===== src/rtl/bba_pkg.sv =====
// bba_pkg: shared constants, codes and types of the bitmap block allocator
`default_nettype none
package bba_pkg;

    // pool geometry
    localparam int MAX_BLOCKS = 256;
    localparam int BYTE_W     = 8;
    localparam int MAP_BYTES  = (MAX_BLOCKS + BYTE_W - 1) / BYTE_W;
    localparam int ADDR_W     = $clog2(MAP_BYTES);
    localparam int BIT_W      = $clog2(BYTE_W);
    localparam int IDX_W      = ADDR_W + BIT_W;

    // field widths
    localparam int OFFSET_W = 20;
    localparam int SIZE_W   = 13;
    localparam int COUNT_W  = 9;
    localparam int STATUS_W = 2;
    localparam int CFG_IDX_W = 1;
    localparam int CFG_DATA_W = 13;

    // opcodes
    localparam logic OP_ALLOC = 1'b0;
    localparam logic OP_FREE  = 1'b1;

    // register indexes
    localparam logic [CFG_IDX_W-1:0] REG_BLOCK_SIZE  = 1'b0;
    localparam logic [CFG_IDX_W-1:0] REG_BLOCK_COUNT = 1'b1;

    // result status codes
    localparam logic [STATUS_W-1:0] ST_OK       = 2'd0;
    localparam logic [STATUS_W-1:0] ST_FULL     = 2'd1;
    localparam logic [STATUS_W-1:0] ST_NOT_USED = 2'd2;
    localparam logic [STATUS_W-1:0] ST_RANGE    = 2'd3;

    // sequencer states
    typedef enum logic [2:0] {
        S_IDLE,
        S_ALLOC_CHK,
        S_MUL,
        S_DIV,
        S_FREE_CHK,
        S_DONE
    } bba_state_t;

    // bitmap memory access request
    typedef struct packed {
        logic              rd_en;
        logic [ADDR_W-1:0] rd_addr;
        logic              wr_en;
        logic [ADDR_W-1:0] wr_addr;
        logic [BYTE_W-1:0] wr_data;
    } map_req_t;

endpackage
`default_nettype wire


===== src/rtl/bba_map_ram.sv =====
// bba_map_ram: bitmap byte memory with per-byte valid bits cleared at reset
`default_nettype none
module bba_map_ram
    import bba_pkg::*;
(
    input  wire logic              aclk,
    input  wire logic              aresetn,
    input  wire map_req_t          req,
    output logic      [BYTE_W-1:0] rd_data
);

    logic [BYTE_W-1:0]    mem [MAP_BYTES];
    logic [MAP_BYTES-1:0] vld_reg;
    logic [BYTE_W-1:0]    rd_data_reg;
    logic                 rd_vld_reg;

    // storage write and registered read
    always_ff @(posedge aclk) begin
        if (req.wr_en) begin
            mem[req.wr_addr] <= req.wr_data;
        end
        if (req.rd_en) begin
            rd_data_reg <= mem[req.rd_addr];
        end
    end

    // valid bits: a byte never written reads as all free
    always_ff @(posedge aclk) begin
        if (!aresetn) begin
            vld_reg    <= '0;
            rd_vld_reg <= 1'b0;
        end else begin
            if (req.wr_en) begin
                vld_reg[req.wr_addr] <= 1'b1;
            end
            if (req.rd_en) begin
                rd_vld_reg <= vld_reg[req.rd_addr];
            end
        end
    end

    assign rd_data = rd_vld_reg ? rd_data_reg : '0;

endmodule
`default_nettype wire


===== src/rtl/bba_divider.sv =====
// bba_divider: restoring divider, one quotient bit per cycle
`default_nettype none
module bba_divider
    import bba_pkg::*;
(
    input  wire logic                aclk,
    input  wire logic                aresetn,
    input  wire logic                start,
    input  wire logic [OFFSET_W-1:0] dividend,
    input  wire logic [SIZE_W-1:0]   divisor,
    output logic                     done,
    output logic      [OFFSET_W-1:0] quotient
);

    localparam int CNT_W = $clog2(OFFSET_W + 1);

    logic                busy_reg, busy_next;
    logic                done_reg, done_next;
    logic [CNT_W-1:0]    cnt_reg, cnt_next;
    logic [SIZE_W-1:0]   rem_reg, rem_next;
    logic [OFFSET_W-1:0] quot_reg, quot_next;
    logic [SIZE_W-1:0]   dsr_reg, dsr_next;
    logic [SIZE_W:0]     trial;

    // one shift-compare-subtract step
    always_comb begin
        busy_next = busy_reg;
        done_next = 1'b0;
        cnt_next  = cnt_reg;
        rem_next  = rem_reg;
        quot_next = quot_reg;
        dsr_next  = dsr_reg;
        trial     = {rem_reg, quot_reg[OFFSET_W-1]};
        if (start) begin
            busy_next = 1'b1;
            cnt_next  = CNT_W'(OFFSET_W);
            rem_next  = '0;
            quot_next = dividend;
            dsr_next  = divisor;
        end else if (busy_reg) begin
            if (trial >= {1'b0, dsr_reg}) begin
                rem_next  = SIZE_W'(trial - {1'b0, dsr_reg});
                quot_next = {quot_reg[OFFSET_W-2:0], 1'b1};
            end else begin
                rem_next  = trial[SIZE_W-1:0];
                quot_next = {quot_reg[OFFSET_W-2:0], 1'b0};
            end
            cnt_next = cnt_reg - CNT_W'(1);
            if (cnt_reg == CNT_W'(1)) begin
                busy_next = 1'b0;
                done_next = 1'b1;
            end
        end
    end

    always_ff @(posedge aclk) begin
        if (!aresetn) begin
            busy_reg <= 1'b0;
            done_reg <= 1'b0;
            cnt_reg  <= '0;
        end else begin
            busy_reg <= busy_next;
            done_reg <= done_next;
            cnt_reg  <= cnt_next;
        end
    end

    always_ff @(posedge aclk) begin
        rem_reg  <= rem_next;
        quot_reg <= quot_next;
        dsr_reg  <= dsr_next;
    end

    assign done     = done_reg;
    assign quotient = quot_reg;

endmodule
`default_nettype wire


===== src/rtl/bitmap_block_allocator_core.sv =====
// bitmap_block_allocator_core: first-fit block allocator over a used-mark bitmap
//
// Input beats (s_valid/s_ready) carry an opcode and, for a free, an element
// offset. Every input beat yields exactly one result beat (m_valid/m_ready)
// with a status, the block index and, for an allocate, the element offset.
// Items are handled one at a time; s_ready is high only while the sequencer
// is idle. An allocate reads one bitmap byte per cycle from the map memory,
// scanning up to 32 bytes in order until it finds a clear mark below the
// limit. A free runs the restoring divider, one quotient bit per cycle, then
// reads one byte and, if the block is marked, writes it back. The bitmap read
// port sets the scan rate.
// A result waits in the output register while the receiver stalls; the
// sequencer holds the following result until that register is free.
// Reset (aresetn low, synchronous) marks every block free at once through
// per-byte valid bits and restores block_size 1 and block_count 256.
// Configuration writes (cfg_we) belong only in idle; the user must keep to this, as the block does not enforce it.
`default_nettype none
module bitmap_block_allocator_core
    import bba_pkg::*;
(
    input  wire logic                  aclk,
    input  wire logic                  aresetn,
    // configuration
    input  wire logic                  cfg_we,
    input  wire logic [CFG_IDX_W-1:0]  cfg_index,
    input  wire logic [CFG_DATA_W-1:0] cfg_data,
    // request channel
    input  wire logic                  s_valid,
    output logic                       s_ready,
    input  wire logic                  s_opcode,
    input  wire logic [OFFSET_W-1:0]   s_block_offset,
    // result channel
    output logic                       m_valid,
    input  wire logic                  m_ready,
    output logic      [STATUS_W-1:0]   m_status,
    output logic      [IDX_W-1:0]      m_block_index,
    output logic      [OFFSET_W-1:0]   m_result_offset
);

    bba_state_t state_reg, state_next;

    logic [SIZE_W-1:0]   block_size_reg;
    logic [COUNT_W-1:0]  block_count_reg;
    logic [COUNT_W-1:0]  limit;

    logic [ADDR_W-1:0]   byte_reg, byte_next;
    logic [IDX_W-1:0]    idx_reg, idx_next;
    logic [STATUS_W-1:0] res_status_reg, res_status_next;
    logic [IDX_W-1:0]    res_index_reg, res_index_next;
    logic [OFFSET_W-1:0] res_offset_reg, res_offset_next;

    logic                m_valid_reg, m_valid_next;
    logic [STATUS_W-1:0] m_status_reg, m_status_next;
    logic [IDX_W-1:0]    m_index_reg, m_index_next;
    logic [OFFSET_W-1:0] m_offset_reg, m_offset_next;

    map_req_t            map_req;
    logic [BYTE_W-1:0]   map_rd_data;

    logic                div_start;
    logic                div_done;
    logic [OFFSET_W-1:0] div_quot;

    logic                scan_found;
    logic [BIT_W-1:0]    scan_bit;
    logic [ADDR_W:0]     byte_inc;
    logic [IDX_W+SIZE_W-1:0] prod;

    // configuration registers
    always_ff @(posedge aclk) begin
        if (!aresetn) begin
            block_size_reg  <= SIZE_W'(1);
            block_count_reg <= COUNT_W'(MAX_BLOCKS);
        end else if (cfg_we) begin
            case (cfg_index)
                REG_BLOCK_SIZE:  block_size_reg  <= cfg_data[SIZE_W-1:0];
                REG_BLOCK_COUNT: block_count_reg <= cfg_data[COUNT_W-1:0];
                default: ;
            endcase
        end
    end

    // usable block count, saturated to the pool size
    assign limit = (block_count_reg > COUNT_W'(MAX_BLOCKS)) ?
                   COUNT_W'(MAX_BLOCKS) : block_count_reg;

    // lowest clear mark in the byte just read that lies below the limit
    always_comb begin
        logic [IDX_W-1:0] bidx;
        scan_found = 1'b0;
        scan_bit   = '0;
        for (int b = BYTE_W - 1; b >= 0; b--) begin
            bidx = {byte_reg, BIT_W'(b)};
            if (!map_rd_data[b] && ({1'b0, bidx} < limit)) begin
                scan_found = 1'b1;
                scan_bit   = BIT_W'(b);
            end
        end
    end

    assign byte_inc = {1'b0, byte_reg} + (ADDR_W+1)'(1);
    assign prod     = {{SIZE_W{1'b0}}, idx_reg} * {{IDX_W{1'b0}}, block_size_reg};

    // sequencer: next state, memory requests and result fields
    always_comb begin
        state_next      = state_reg;
        byte_next       = byte_reg;
        idx_next        = idx_reg;
        res_status_next = res_status_reg;
        res_index_next  = res_index_reg;
        res_offset_next = res_offset_reg;
        m_valid_next    = m_valid_reg && !m_ready;
        m_status_next   = m_status_reg;
        m_index_next    = m_index_reg;
        m_offset_next   = m_offset_reg;
        map_req         = '0;
        div_start       = 1'b0;
        s_ready         = 1'b0;

        case (state_reg)
            S_IDLE: begin
                s_ready = 1'b1;
                if (s_valid) begin
                    if (s_opcode == OP_ALLOC) begin
                        if (limit == '0) begin
                            res_status_next = ST_FULL;
                            res_index_next  = '0;
                            res_offset_next = '0;
                            state_next      = S_DONE;
                        end else begin
                            map_req.rd_en   = 1'b1;
                            map_req.rd_addr = '0;
                            byte_next       = '0;
                            state_next      = S_ALLOC_CHK;
                        end
                    end else begin
                        if (block_size_reg == '0) begin
                            res_status_next = ST_RANGE;
                            res_index_next  = '0;
                            res_offset_next = '0;
                            state_next      = S_DONE;
                        end else begin
                            div_start  = 1'b1;
                            state_next = S_DIV;
                        end
                    end
                end
            end

            S_ALLOC_CHK: begin
                if (scan_found) begin
                    map_req.wr_en   = 1'b1;
                    map_req.wr_addr = byte_reg;
                    map_req.wr_data = map_rd_data | (BYTE_W'(1) << scan_bit);
                    idx_next        = {byte_reg, scan_bit};
                    state_next      = S_MUL;
                end else if ({byte_inc, {BIT_W{1'b0}}} >= limit) begin
                    res_status_next = ST_FULL;
                    res_index_next  = '0;
                    res_offset_next = '0;
                    state_next      = S_DONE;
                end else begin
                    map_req.rd_en   = 1'b1;
                    map_req.rd_addr = byte_inc[ADDR_W-1:0];
                    byte_next       = byte_inc[ADDR_W-1:0];
                end
            end

            S_MUL: begin
                res_status_next = ST_OK;
                res_index_next  = idx_reg;
                res_offset_next = prod[OFFSET_W-1:0];
                state_next      = S_DONE;
            end

            S_DIV: begin
                if (div_done) begin
                    if (div_quot >= {{(OFFSET_W-COUNT_W){1'b0}}, limit}) begin
                        res_status_next = ST_RANGE;
                        res_index_next  = '0;
                        res_offset_next = '0;
                        state_next      = S_DONE;
                    end else begin
                        map_req.rd_en   = 1'b1;
                        map_req.rd_addr = div_quot[IDX_W-1:BIT_W];
                        idx_next        = div_quot[IDX_W-1:0];
                        state_next      = S_FREE_CHK;
                    end
                end
            end

            S_FREE_CHK: begin
                res_index_next  = idx_reg;
                res_offset_next = '0;
                if (!map_rd_data[idx_reg[BIT_W-1:0]]) begin
                    res_status_next = ST_NOT_USED;
                end else begin
                    map_req.wr_en   = 1'b1;
                    map_req.wr_addr = idx_reg[IDX_W-1:BIT_W];
                    map_req.wr_data = map_rd_data &
                                      ~(BYTE_W'(1) << idx_reg[BIT_W-1:0]);
                    res_status_next = ST_OK;
                end
                state_next = S_DONE;
            end

            S_DONE: begin
                // hand over once the output register is free
                if (!m_valid_reg || m_ready) begin
                    m_valid_next  = 1'b1;
                    m_status_next = res_status_reg;
                    m_index_next  = res_index_reg;
                    m_offset_next = res_offset_reg;
                    state_next    = S_IDLE;
                end
            end

            default: begin
                state_next = S_IDLE;
            end
        endcase
    end

    // control registers
    always_ff @(posedge aclk) begin
        if (!aresetn) begin
            state_reg   <= S_IDLE;
            m_valid_reg <= 1'b0;
        end else begin
            state_reg   <= state_next;
            m_valid_reg <= m_valid_next;
        end
    end

    // datapath registers
    always_ff @(posedge aclk) begin
        byte_reg       <= byte_next;
        idx_reg        <= idx_next;
        res_status_reg <= res_status_next;
        res_index_reg  <= res_index_next;
        res_offset_reg <= res_offset_next;
        m_status_reg   <= m_status_next;
        m_index_reg    <= m_index_next;
        m_offset_reg   <= m_offset_next;
    end

    // bitmap memory
    bba_map_ram u_map (
        .aclk    (aclk),
        .aresetn (aresetn),
        .req     (map_req),
        .rd_data (map_rd_data)
    );

    // offset to block index
    bba_divider u_div (
        .aclk     (aclk),
        .aresetn  (aresetn),
        .start    (div_start),
        .dividend (s_block_offset),
        .divisor  (block_size_reg),
        .done     (div_done),
        .quotient (div_quot)
    );

    assign m_valid         = m_valid_reg;
    assign m_status        = m_status_reg;
    assign m_block_index   = m_index_reg;
    assign m_result_offset = m_offset_reg;

endmodule
`default_nettype wire


===== config.mk =====
export PLATFORM = sky130hd
export DESIGN_NAME = bitmap_block_allocator_core
export DESIGN_NICKNAME = d
export VERILOG_FILES = /design/src/rtl/bba_pkg.sv /design/src/rtl/bba_map_ram.sv /design/src/rtl/bba_divider.sv /design/src/rtl/bitmap_block_allocator_core.sv
export SDC_FILE = /design/constraint.sdc
export NUM_CORES = 1
export LEC_CHECK = 0
export BUFFER_PORTS_ARGS = -buffer_cell sky130_fd_sc_hd__buf_2
export CAP_MARGIN = 5
export CORE_ASPECT_RATIO = 0.7
export CORE_UTILIZATION = 35
export CTS_CLUSTER_SIZE = 10
export DETAILED_ROUTE_END_ITERATION = 10
export HOLD_SLACK_MARGIN = 0.08
export SLEW_MARGIN = 40
export SYNTH_ARGS = -nofsm -noshare
export SYNTH_HDL_FRONTEND = slang
export SYNTH_HIERARCHICAL = 1
export SYNTH_SLANG_ARGS = --single-unit

===== constraint.sdc =====
create_clock -name aclk -period 7.6 [get_ports aclk]
set_clock_uncertainty 0.15 [all_clocks]
set_input_delay 0.76 -clock aclk [delete_from_list [all_inputs] [get_ports aclk]]
set_output_delay 0.76 -clock aclk [all_outputs]
set_load 0.01 [all_outputs]

# Word-level counts from Yosys, hierarchy flattened
# Memories as Yosys holds them, arrays and structs flattened. A register that Yosys moved wholly into a read port is not among the register bits.
# Cells that the tools add are included.
# W data, S select, Z words.
[totals]
memories = 1
register_bits = 185
mem_bits_rw = 256
[classes]
eq_ne = 20
bitwise_logic = 7
shifts = 2
magnitude_cmp = 16
muxes = 102
reduce_logical = 40
n_mul = 1
addsub = 3
[mem_list]
columns = ["name", "depth", "word_bits", "read_ports", "rd_clocked_by_memory_dff", "write_ports", "line_no", "rtl"]
rows = [
  ["u_map.mem", 32, 8, 1, 1, 1, "bba_map_ram.sv:12", "logic [BYTE_W-1:0] mem [MAP_BYTES];"],
]
[op_table]
columns = ["operator", "count"]
rows = [
  ["$mux W20", 10],
  ["$pmux W20 S5", 1],
  ["$mux W8", 12],
  ["$lt A8 B9 Y1", 8],
  ["$mux W3", 16],
  ["$mux W6", 7],
  ["$mux W5", 7],
  ["$or A32 B32 Y32", 1],
  ["$pmux W8 S4", 1],
  ["$mux W14", 2],
  ["$pmux W14 S2", 1],
  ["$mux W1", 26],
  ["$ge A20 B9 Y1", 1],
  ["$mul A8 B13 Y20", 1],
  ["$ne A2 B2 Y1 const B", 10],
  ["$mux W2", 9],
  ["$pmux W6 S3", 1],
  ["$pmux W8 S2", 1],
  ["$reduce_and A8 Y1", 2],
  ["$shl A1 B3 Y8 const A", 2],
  ["$pmux W3 S5", 1],
  ["$ge A14 B13 Y1", 1],
  ["$logic_not A13 Y1", 1],
  ["$mux W13", 1],
  ["other kinds (37)", 68],
]

# Longest topological paths before layout
# Gate-level depths: netlist (run 1).
[logic_depth]
depth_word = 21
mapped_depth = 19
mapped_depth_nobuf = 17

# By module
# The synthesis (run 1) kept the hierarchy.
[by_module_without_submodules]
columns = ["mod", "cells_each", "seq_area_each_um2", "n_inst", "area_each_um2"]
rows = [
  ["bba_map_ram", 539, 8588.2, 1, 11444.7],
  ["bitmap_block_allocator_core", 862, 2712.6, 1, 8170.3],
  ["bba_divider", 233, 1391.3, 1, 2735.1],
]

# Worst setup path after synthesis (run 1)
# No wires, ideal clock.
[synth_path]
path_type = "register to register"
from = "register idx_reg[2]"
to = "register res_offset_reg[19], data pin"
path_slack_ns = 2.803
path_stages_with_launch = 18
path_buffers = 2
arrival_time_ns = 4.494
period_less_slack_ns = 4.797
path_cell_list = "edfxtp_1 > clkbuf_1 > clkbuf_1 > and2_1 > fa_1 > fa_1 > inv_1 > fa_1 > fa_1 > inv_1 > ha_1 > o21a_1 > o31a_1 > o31ai_1 > a31o_2 > o211ai_1 > a211o_1 > o21ai_0"
[synth_between]
elab_chain_cells = 2
[synth_lines]
columns = ["element", "line_no", "rtl"]
rows = [
  ["start: declaration", "bitmap_block_allocator_core.sv:47", "logic [IDX_W-1:0] idx_reg, idx_next;"],
  ["start signal: assignment", "bitmap_block_allocator_core.sv:238", "idx_reg <= idx_next;"],
  ["$mul A8 B13 Y20", "bitmap_block_allocator_core.sv:102", "assign prod = {{SIZE_W{1'b0}}, idx_reg} * {{IDX_W{1'b0}}, block_size_reg};"],
  ["$pmux W20 S5", "bitmap_block_allocator_core.sv:120", "case (state_reg)"],
  ["end signal: assignment", "bitmap_block_allocator_core.sv:241", "res_offset_reg <= res_offset_next;"],
  ["end: declaration", "bitmap_block_allocator_core.sv:50", "logic [OFFSET_W-1:0] res_offset_reg, res_offset_next;"],
]
# No other way between the ends.
# A chain may end at the register's enable or synchronous reset.

==> results of run 1 <==
==> routing by layer <==
metal | vias up | wire [um] | track usage [%]
met5 | - | 0 | 0
met3 | 88 | 4630 | 3.80
li1 | 6153 | - | -
met2 | 509 | 23000 | 24.6
met4 | 0 | 1140 | 4.81
met1 | 6983 | 26100 | 25.7
==> stage by stage <==
stage	utilization, %	area [um^2]	cells	hold slack [ns]	worst slack [ns]
6_report	40.3	25400	2578	0.246	1.53
3_5_place_dp	37.6	23700	2480	0.255	1.54
4_1_cts	40.2	25400	2575	0.220	1.49
5_1_grt	40.3	25400	2577	0.238	1.21
2_1_floorplan	-	22400	1634	0.250	2.80
3_3_place_gp	37.5	23600	2480	0.257	1.77
==> critical path, delay by kind of cell (launching register included) <==
| family | cells | cell delay, ns |
|---|---|---|
| AO/OA/AOI/OAI | 3 | 1.58 |
| AND/OR/NAND/NOR | 4 | 1.26 |
| multiplexers | 3 | 1.20 |
| buffers and inverters | 2 | 0.68 |
| flip-flops | 1 | 0.60 |
| adder cells (fa/ha/maj) | 1 | 0.27 |
==> worst max-delay path by stage <==
| stage | depth (start not counted) | end | start | slack (ns) |
|---|---|---|---|---|
| floorplan | 17 | res_offset_reg[19]$_SDFFCE_PN0P_ | idx_reg[2]$_DFFE_PP_ | 2.80 |
| global placement | 13 | u_map/rd_data_reg[3]$_DFFE_PP_ | block_count_reg[8]$_SDFFE_PN1P_ | 1.77 |
| detailed placement | 13 | u_map/rd_data_reg[0]$_DFFE_PP_ | block_count_reg[8]$_SDFFE_PN1P_ | 1.54 |
| CTS | 13 | u_map/rd_data_reg[5]$_DFFE_PP_ | block_count_reg[8]$_SDFFE_PN1P_ | 1.49 |
| global route | 13 | u_map/rd_data_reg[3]$_DFFE_PP_ | block_count_reg[8]$_SDFFE_PN1P_ | 1.21 |
| finish | 13 | u_map/rd_data_reg[5]$_DFFE_PP_ | block_count_reg[8]$_SDFFE_PN1P_ | 1.53 |
==> area by class of cell <==
class                           instances  area [um^2]  area share, %
Inverter                              111          417           1.64
Tap cell                              829         1040           4.08
Multi-Input combinational cell        996         9050           35.6
Timing Repair Buffer                   96          588           2.31
Antenna cell                            2         5.00         0.0197
Clock inverter                          7          159          0.625
Clock buffer                           88         1470           5.77
Sequential cell                       449        12700           49.9
==> cell usage after synthesis, types with 7 or more instances <==
cell type,count
a211oi_1,19
a21boi_0,21
a21oi_1,28
a22o_1,9
a31oi_1,12
and2_1,72
and3_1,7
buf_1,9
buf_2,7
buf_6,7
clkbuf_1,50
dfxtp_1,79
edfxtp_1,370
fa_1,66
ha_1,76
inv_1,111
mux2_2,28
mux2i_1,25
mux4_2,82
nand2_1,153
nand2b_1,20
nand3_1,23
nand3b_1,8
nor2_1,93
nor2b_1,16
nor3_1,18
nor4_1,9
o211ai_1,11
o21a_1,44
o21ai_0,38
xnor2_1,20
xor2_1,10
==> logic make-up (layout without fill, tap and decap cells) <==
kind of cell               Yosys count  in the layout  synth area share, %
AOI/OAI and AO/OA                  237            237                 7.55
xor gates and xnor gates            30             30                 1.18
adders and majority gates          142            142                 10.2
buffers and inverters              189            302                 3.55
DFF                                449            449                 56.8
muxes                              135            135                 10.8
other                                0              2                    0
and+or+nand+nor                    452            452                 9.98
==> power by group through the flow <==
stage / clock network, W / logic (W) / registers, W
3_3_place_gp: 0 / 0.00187 / 0.00347
6_report: 0.00238 / 0.00195 / 0.00343
3_5_place_dp: 0 / 0.00193 / 0.00348
2_1_floorplan: 0 / 0.00146 / 0.00330
4_1_cts: 0.00245 / 0.00195 / 0.00343
5_1_grt: 0.00255 / 0.00217 / 0.00347
==> results.toml, run 1 <==
[timing]
slew_headroom_pct = 45.1
final_max_slew_viol_count = 0
hold_viol_final = 0
fin_crit_ns = 6.07
max_slew.worst_pin.slew_ns = 0.824
setup_viol = 0
fmax_mhz = 165
min_period_over_period_pct = 79.9
grt_setup_unrepaired = "false"
tns_ns = 0

[logic_synthesis]
yosys_register_bits = 449
ys.flop_type = "edfxtp_1"
yosysUniqueCellTypes = 83
syn_nets = 1816
syn_area_um2 = 22400
async_reset_ff_share_pct = 0
yosys.area.top_type = "edfxtp_1"
synth-seq-area-share_pct = 56.8
syn_inst = 1634
synth_edf_count = 370
ys_top_cells_by_area = "edfxtp_1 (50%), mux4_2 (8.3%), dfxtp_1 (7.1%), fa_1 (5.9%), ha_1 (4.3%)"
synth_area_per_cell_um2 = 13.7
yosys_warnings = 6
synth_top_cell_area_share_pct = 49.7

[min_path]
hp-start = "res_offset_reg[12]$_SDFFCE_PN0P_"
min_to = "m_result_offset[12]$_DFFE_PP_"
min_path_cells = 0
hp-class = "flop to flop"

[critical_path]
cp_slowest_stage_delay_ns = 0.78
crit_required_ns = 7.78
crit_type = "flop to flop"
ff2ff_setup_slack_ns = 1.53
cp_max_fo = 25
startpoint_type = "flop"
crit_top_cell = "mux4_2"
r2r_end = "u_map/rd_data_reg[5]$_DFFE_PP_"
path_cells = "inv_1, nand2_1, ha_1, nor2b_1, a41oi_1, o41a_1, and4b_4, nand2_2, a2bb2o_2, buf_4, mux4_2, mux4_2, mux2_2"
crit_slowest_cell = "a2bb2o_2"
r2r-start = "block_count_reg[8]$_SDFFE_PN1P_"
end_kind = "flop"
reg2regPathDepth = 13
critPathArrivalTime_ns = 6.24

[clocking]
cts_resized = 0
clockBufferDepth = 3
clk_pin_slew_worst_paths_ns = 0.06
cts_tree = "built"
cts-buffers-inserted = 52
cts.sinks = 449
post_cts_buffers = 0
hold_buffers = 0
clk_latency_ns = 0.64
clockRootBuffer = "clkbuf_16"
htree_levels = 2

[finish]
syn_to_final_growth_pct = 13.7
final_cell_mix = "edfxtp_1 (370), nand2_1 (153), inv_1 (111), mux4_2 (82), dfxtp_1 (79)"
drive_gt1_share_pct = 18.8
mostFrequentLayoutCell = "edfxtp_1"
largest_register_ff_count = 256
nFillCells = 5756
fin_nets = 1888

[power_and_ir_drop]
powerDensity_nw_per_um2 = 305
p_seq_share_pct = 44.2
p_clk_share_pct = 30.7
p_sw_w = 0.00250
p_sw_share_pct = 32.2
design_power_total_w = 0.00776
leakage_nw = 8.91
combPwrFrac_pct = 25.1
intPower_w = 0.00526
peakVddDrop_mv = 0.200

[floorplan]
core_area_um2 = 63100
dieHeight_um = 213
start_util_pct = 35.4
io_pins = 72
die_width_um = 304
die_area_um2 = 64900
fp-row-count = 77

[route]
vias = 13700
drtIter0Drc = 1353
via_per_inst = 5.33
drt_wl_total_um = 54800
postRouteAntennaNets = 0
route.detailed.drc = 0
firstDrtPassIters = 5
wire_per_inst_um = 21.3

[grt]
antenna_found_initial = 2
gr-usage-all-layers_pct = 17.1
grt-ovfl-total = 0
first_global_vias = 13600
grt_max_degree = 64
grt_first_pass_wirelength_um = 84400

[run_status]
status = "finished, final reports clean"

[job]
cap_violations = 0

[place]
dp_hpwl_um = 37800
io_buffers = 71
gp_congestion = 0.877
Note: power is estimated with default switching activity, not from simulation.
==> run 2, diff against run 1 <==
ABC_AREA = 1   (was default)
clock period = 5.6 ns   (was 7.6 ns; I/O delays follow)
==> run 2 against run 1 <==
Effect of this change: sequential power increased by 36%; cell area rose by 4.8%; routed wire length up 9.9%; register-to-register slack got worse by 1.0 ns; clock-buffer cell count is 4 higher; total power increased by 47%; via count up 27%; area after synthesis rose by 4.9%; clock power grew 36%; die area grew 4.9%; largest cell class unchanged; highest routed layer unchanged.
==> results.toml, run 2 <==
[logic_synthesis]
yosys_register_bits = 449
syn_nets = 2669
synth_commonest_cells = "nand2_1 (621), edfxtp_1 (370), inv_1 (303)"
synth.most_common_cell = "nand2_1"
yosys.area.top_type = "edfxtp_1"
yosysUniqueCellTypes = 57
yosys_warnings = 6
ys.flop_type = "edfxtp_1"
synth-seq-area-share_pct = 54.1
synth_top_cell_area_share_pct = 47.4
synth_edf_count = 370
syn_inst = 2487
syn_area_um2 = 23500
synth_area_per_cell_um2 = 9.43
ys_top_cells_by_area = "edfxtp_1 (47%), nand2_1 (9.9%), dfxtp_1 (6.7%), fa_1 (5.6%), inv_1 (4.8%)"
async_reset_ff_share_pct = 0

[critical_path]
end_kind = "flop"
r2r_end = "res_offset_reg[17]$_SDFFCE_PN0P_"
r2r-start = "idx_reg[4]$_DFFE_PP_"
reg2regPathDepth = 18
crit_type = "flop to flop"
worstSetupStartpoint = "idx_reg[4]$_DFFE_PP_"
cp_max_fo = 14
ff2ff_setup_slack_ns = 0.51
startpoint_type = "flop"
crit_required_ns = 5.79
critPathArrivalTime_ns = 5.28
crit_end = "res_offset_reg[17]$_SDFFCE_PN0P_"

[finish]
syn_to_final_growth_pct = 13.5
fin_nets = 2742
drive_gt1_share_pct = 10.6
final_cell_mix = "nand2_1 (620), edfxtp_1 (370), inv_1 (301), nor2_1 (268), nand3_1 (136)"
largest_register_ff_count = 256
diodes = 0
mostFrequentLayoutCell = "nand2_1"

[floorplan]
die_area_um2 = 68100
dieHeight_um = 219
die_width_um = 311
fp-row-count = 78
io_pins = 72
start_util_pct = 35.8
core_area_um2 = 65500

[power_and_ir_drop]
peakVddDrop_mv = 0.257
design_power_total_w = 0.0114
leakage_nw = 11.5
powerDensity_nw_per_um2 = 427

[grt]
grt_max_degree = 145
gr-usage-all-layers_pct = 17.6
first_global_vias = 16700
grt-ovfl-total = 0
antenna_found_initial = 1
grt_first_pass_wirelength_um = 94500

[min_path]
hp-class = "input port to flop"

[route]
wire_per_inst_um = 17.3
via_per_inst = 5.00
drtIter0Drc = 1555
drt_wl_total_um = 60300
firstDrtPassIters = 5
postRouteAntennaNets = 0
route.detailed.drc = 0
vias = 17400

[place]
io_buffers = 71
gp_congestion = 0.899
dp_hpwl_um = 41700

[timing]
tns_ns = 0
slew_headroom_pct = 48.2
min_period_over_period_pct = 90.9
final_max_slew_viol_count = 0
hold_viol_final = 0
grt_setup_unrepaired = "false"
fin_crit_ns = 5.09
setup_viol = 0
max_slew.worst_pin.slew_ns = 0.777
fmax_mhz = 196

[clocking]
cts.sinks = 449
post_cts_buffers = 0
cts-buffers-inserted = 53
clockRootBuffer = "clkbuf_16"
cts_tree = "built"
clk_latency_ns = 0.61
clk_pin_slew_worst_paths_ns = 0.06
htree_levels = 2
clockBufferDepth = 3

[run_status]
status = "finished, final reports clean"

[job]
cap_violations = 0
[run 2: logic make-up after synthesis]
group / Yosys count / share of synthesized area (%)
buf+inv: 423 / 7.36
compound gates: 299 / 7.41
xor+xnor: 13 / 0.485
flops: 449 / 54.1
fa+ha+maj: 142 / 9.69
simple gates: 1161 / 20.9
[run 2: what timing repair did]
action | 4_1_cts | 5_1_grt
hold buffers | 13 | 0
resized for setup | 0 | 1
hold endpoints to repair | 14 | 0
endpoints found under the setup margin | 0 | 1
[run 2: cell type report]
class,instances,area (um^2)
inverter,318,1200
clock inverter,7,116
timing repair buffer,123,831
sequential,449,12700
multi-input combinational,1615,9180
fill,6333,38900
tap,880,1100
clock buffer,92,1500
[run 2: where the power goes]
group,switching (W),internal (W),leakage [nW]
registers,0.000359,0.00429,4.23
clock network,0.00135,0.00187,0.765
logic,0.00240,0.00111,6.47
[run 2: worst min-delay path by stage]
| stage | startpoint | endpoint | slack [ns] | cells after the start |
|---|---|---|---|---|
| floorplan | res_index_reg[0]$_SDFFCE_PN0P_ | m_block_index[0]$_DFFE_PP_ | 0.25 | 0 |
| global placement | res_offset_reg[18]$_SDFFCE_PN0P_ | m_result_offset[18]$_DFFE_PP_ | 0.25 | 0 |
| detailed placement | res_offset_reg[11]$_SDFFCE_PN0P_ | m_result_offset[11]$_DFFE_PP_ | 0.25 | 0 |
| CTS | s_block_offset[15] | u_div/quotient[15]$_DFFE_PP_ | 0.08 | 3 |
| global route | s_block_offset[17] | u_div/quotient[17]$_DFFE_PP_ | 0.1 | 3 |
| finish | s_block_offset[15] | u_div/quotient[15]$_DFFE_PP_ | 0.1 | 3 |
[run 2: per-stage QoR]
stage          util, %  area, um^2  setup slack (ns)  hold WS [ns]  instances
6_report          40.7       26600             0.509        0.0997       3484
5_1_grt           40.7       26600            0.0831        0.0975       3484
4_1_cts           40.6       26600             0.343        0.0801       3484
3_5_place_dp      37.9       24800             0.358         0.255       3372
3_3_place_gp      37.8       24800             0.409         0.253       3369
2_1_floorplan        -       23500             0.777         0.250       2487
[run 2: metal layers]
layer	part of all wire, %	up-vias	wire length, um	GRT usage, %
li1	-	8347	-	-
met1	49	8373	29800	26.9
met2	41	616	24900	25.4
met3	7.5	73	4500	3.21
met4	1.8	0	1070	4.50
met5	0	-	0	0
[run 2: worst max-delay path: stages (launching register included)]
cell and delay [ns]:
edfxtp_1 0.61, nand2_1 0.15, inv_1 0.06, fa_1 0.46, fa_1 0.55, inv_1 0.05
fa_1 0.46, fa_1 0.54, inv_1 0.04, ha_1 0.33, nand3_1 0.09, nand2_1 0.12
a21oi_1 0.10, o21ai_1 0.28, a21boi_0 0.17, o21ai_0 0.32, nand3_1 0.15, a21oi_1 0.15
nor2_1 0.06
==> run 3, diff against run 2 <==
CELL_PAD_IN_SITES_DETAIL_PLACEMENT = 0   (was default)
CELL_PAD_IN_SITES_GLOBAL_PLACEMENT = 1   (was default)
CORE_UTILIZATION = 45   (was 35)
PLACE_DENSITY_LB_ADDON = 0.1   (was default)
SLEW_MARGIN = default   (was 40)
==> run 3 against run 2 <==
Effect of this change: the flow now finishes with violations (design-rule violations); sequential cell count stayed put; critical path type unchanged; total power is 0.97% lower; sequential power hardly changed; first-iteration DRC count is 4.6% higher; routed wire length is 3.1% higher; critical path depth stayed put; via count is 0.71% lower; global-route usage is 6.1 points higher.
==> results.toml, run 3 (synthesis results as in run 2) <==
[run_status]
status = "finished, violations left"
violations = "design-rule violations"

[critical_path]
end_kind = "flop"
crit_slowest_cell = "edfxtp_1"
critPathArrivalTime_ns = 5.24
cp_max_fo = 14
critPathBufInv = 3
crit_top_cell = "fa_1"
crit_required_ns = 5.78
crit_family = "adder cells"
crit_type = "flop to flop"
startpoint_type = "flop"
cp_slowest_stage_delay_ns = 0.61
path_cells = "nand2_1, inv_1, fa_1, fa_1, inv_1, fa_1, fa_1, inv_1, ha_1, nand3_1, nand2_1, a21oi_1, o21ai_1, a21boi_0, o21ai_0, nand3_1, a21oi_1, nor2_1"

[power_and_ir_drop]
powerDensity_nw_per_um2 = 428
peakVddDrop_mv = 0.205
leakage_nw = 11.5
design_power_total_w = 0.0113

[route]
via_per_inst = 5.25
vias = 17300
firstDrtPassIters = 9
wire_per_inst_um = 18.9
route.detailed.drc = 7
drt_wl_total_um = 62100
drtIter0Drc = 1627
postRouteAntennaNets = 0

[finish]
multi_input_area_um2 = 9090
nFillCells = 4681
diodes = 0
final_cell_mix = "nand2_1 (621), edfxtp_1 (370), inv_1 (303), nor2_1 (296), nand3_1 (136)"
syn_to_final_growth_pct = 12.3
seq_area_um2 = 12700
fin_nets = 2760
mostFrequentLayoutCell = "nand2_1"
largest_register_ff_count = 256
drive_gt1_share_pct = 9.62
stdcell_count = 3294

[place]
post-place-ws_ns = 0.422
dp_hpwl_um = 42500
gp_congestion = 0.901
io_buffers = 71
dp.cells = 3179

[grt]
grt-ovfl-total = 0
grt_first_pass_wirelength_um = 95500
grt_max_degree = 145
first_global_vias = 16000
antenna_found_initial = 0
gr-usage-all-layers_pct = 23.7

[floorplan]
dieHeight_um = 193
die_area_um2 = 53100
core_area_um2 = 51100
die_width_um = 275
start_util_pct = 45.9
io_pins = 72
fp-row-count = 69

[clocking]
cts-buffers-inserted = 51
clk_latency_ns = 0.59
post_cts_buffers = 0
cts_tree = "built"
clockBufferDepth = 3
htree_levels = 2
clockRootBuffer = "clkbuf_16"
cts.sinks = 449
clk_pin_slew_worst_paths_ns = 0.07

[min_path]
hp-class = "input port to flop"

[timing]
setup_viol = 0
fmax_mhz = 197
slew_headroom_pct = 18.5
min_period_over_period_pct = 90.5
grt_setup_unrepaired = "false"
max_slew.worst_pin.slew_ns = 1.22
final_max_slew_viol_count = 0
fin_crit_ns = 5.07
tns_ns = 0
hold_viol_final = 0
setup_slack_ns = 0.532

[job]
cap_violations = 0
-- run 3: cell count changes in the layout (fill, tap and decap cells not counted), moves of 2 or more --
cell           before  now
dlygate4sd3_1      13   20
nor2_2             36    8
buf_4              34   48
buf_8               2    0
nor3_2              3    1
inv_2              10    8
nor2_1            268  296
inv_1             301  303
clkbuf_1           37   39
clkbuf_16          54   52
nor3_1             21   23
-- run 3: cell type report --
type | instances | area share [%]
inverter | 318 | 4.58
sequential | 449 | 48.2
timing repair buffer | 143 | 3.78
clock buffer | 91 | 5.50
clock inverter | 4 | 0.228
multi-input combinational | 1615 | 34.5
tap | 674 | 3.20
-- run 3: layer usage --
layer	vias to the layer above	track usage [%]	wire (um)
met5	-	0	0
met4	0	4.61	824
met3	60	4.33	4410
met2	518	31.1	24000
met1	8335	39.7	32900
li1	8372	-	-
-- run 3: through the flow --
step                instance area, um^2  hold WS (ns)  util [%]
floorplan                         23500         0.250         -
global placement                  24600         0.252      48.2
detailed placement                24600         0.258      48.2
CTS                               26300        0.0814      51.5
global route                      26300         0.105      51.5
finish                            26300         0.118      51.5
-- run 3: worst paths after layout --
kind / from / endpoint / slack [ns] / depth (start not counted)
max: idx_reg[4]$_DFFE_PP_ / res_offset_reg[17]$_SDFFCE_PN0P_ / 0.53 / 18
min: s_block_offset[17] / u_div/quotient[17]$_DFFE_PP_ / 0.12 / 3
max reg2reg: idx_reg[4]$_DFFE_PP_ / res_offset_reg[17]$_SDFFCE_PN0P_ / 0.53 / 18
min reg2reg: res_offset_reg[13]$_SDFFCE_PN0P_ / m_result_offset[13]$_DFFE_PP_ / 0.27 / 0
-- run 3: worst min-delay path, delay by kind of cell --
kind | cells | cell delay, ns
buffers and inverters | 1 | 0.08
and+or+nand+nor | 2 | 0.11
-- run 3: repair_timing --
item	in CTS	in global routing
endpoints found under the hold margin	20	0
resized for setup	0	1
hold buffers	20	0
setup endpoints to repair	0	1
-- run 3: power by group --
part	switching (W)	internal (W)
combinational	0.00243	0.00112
sequential	0.000342	0.00429
clock	0.00130	0.00178
total	0.00408	0.00719
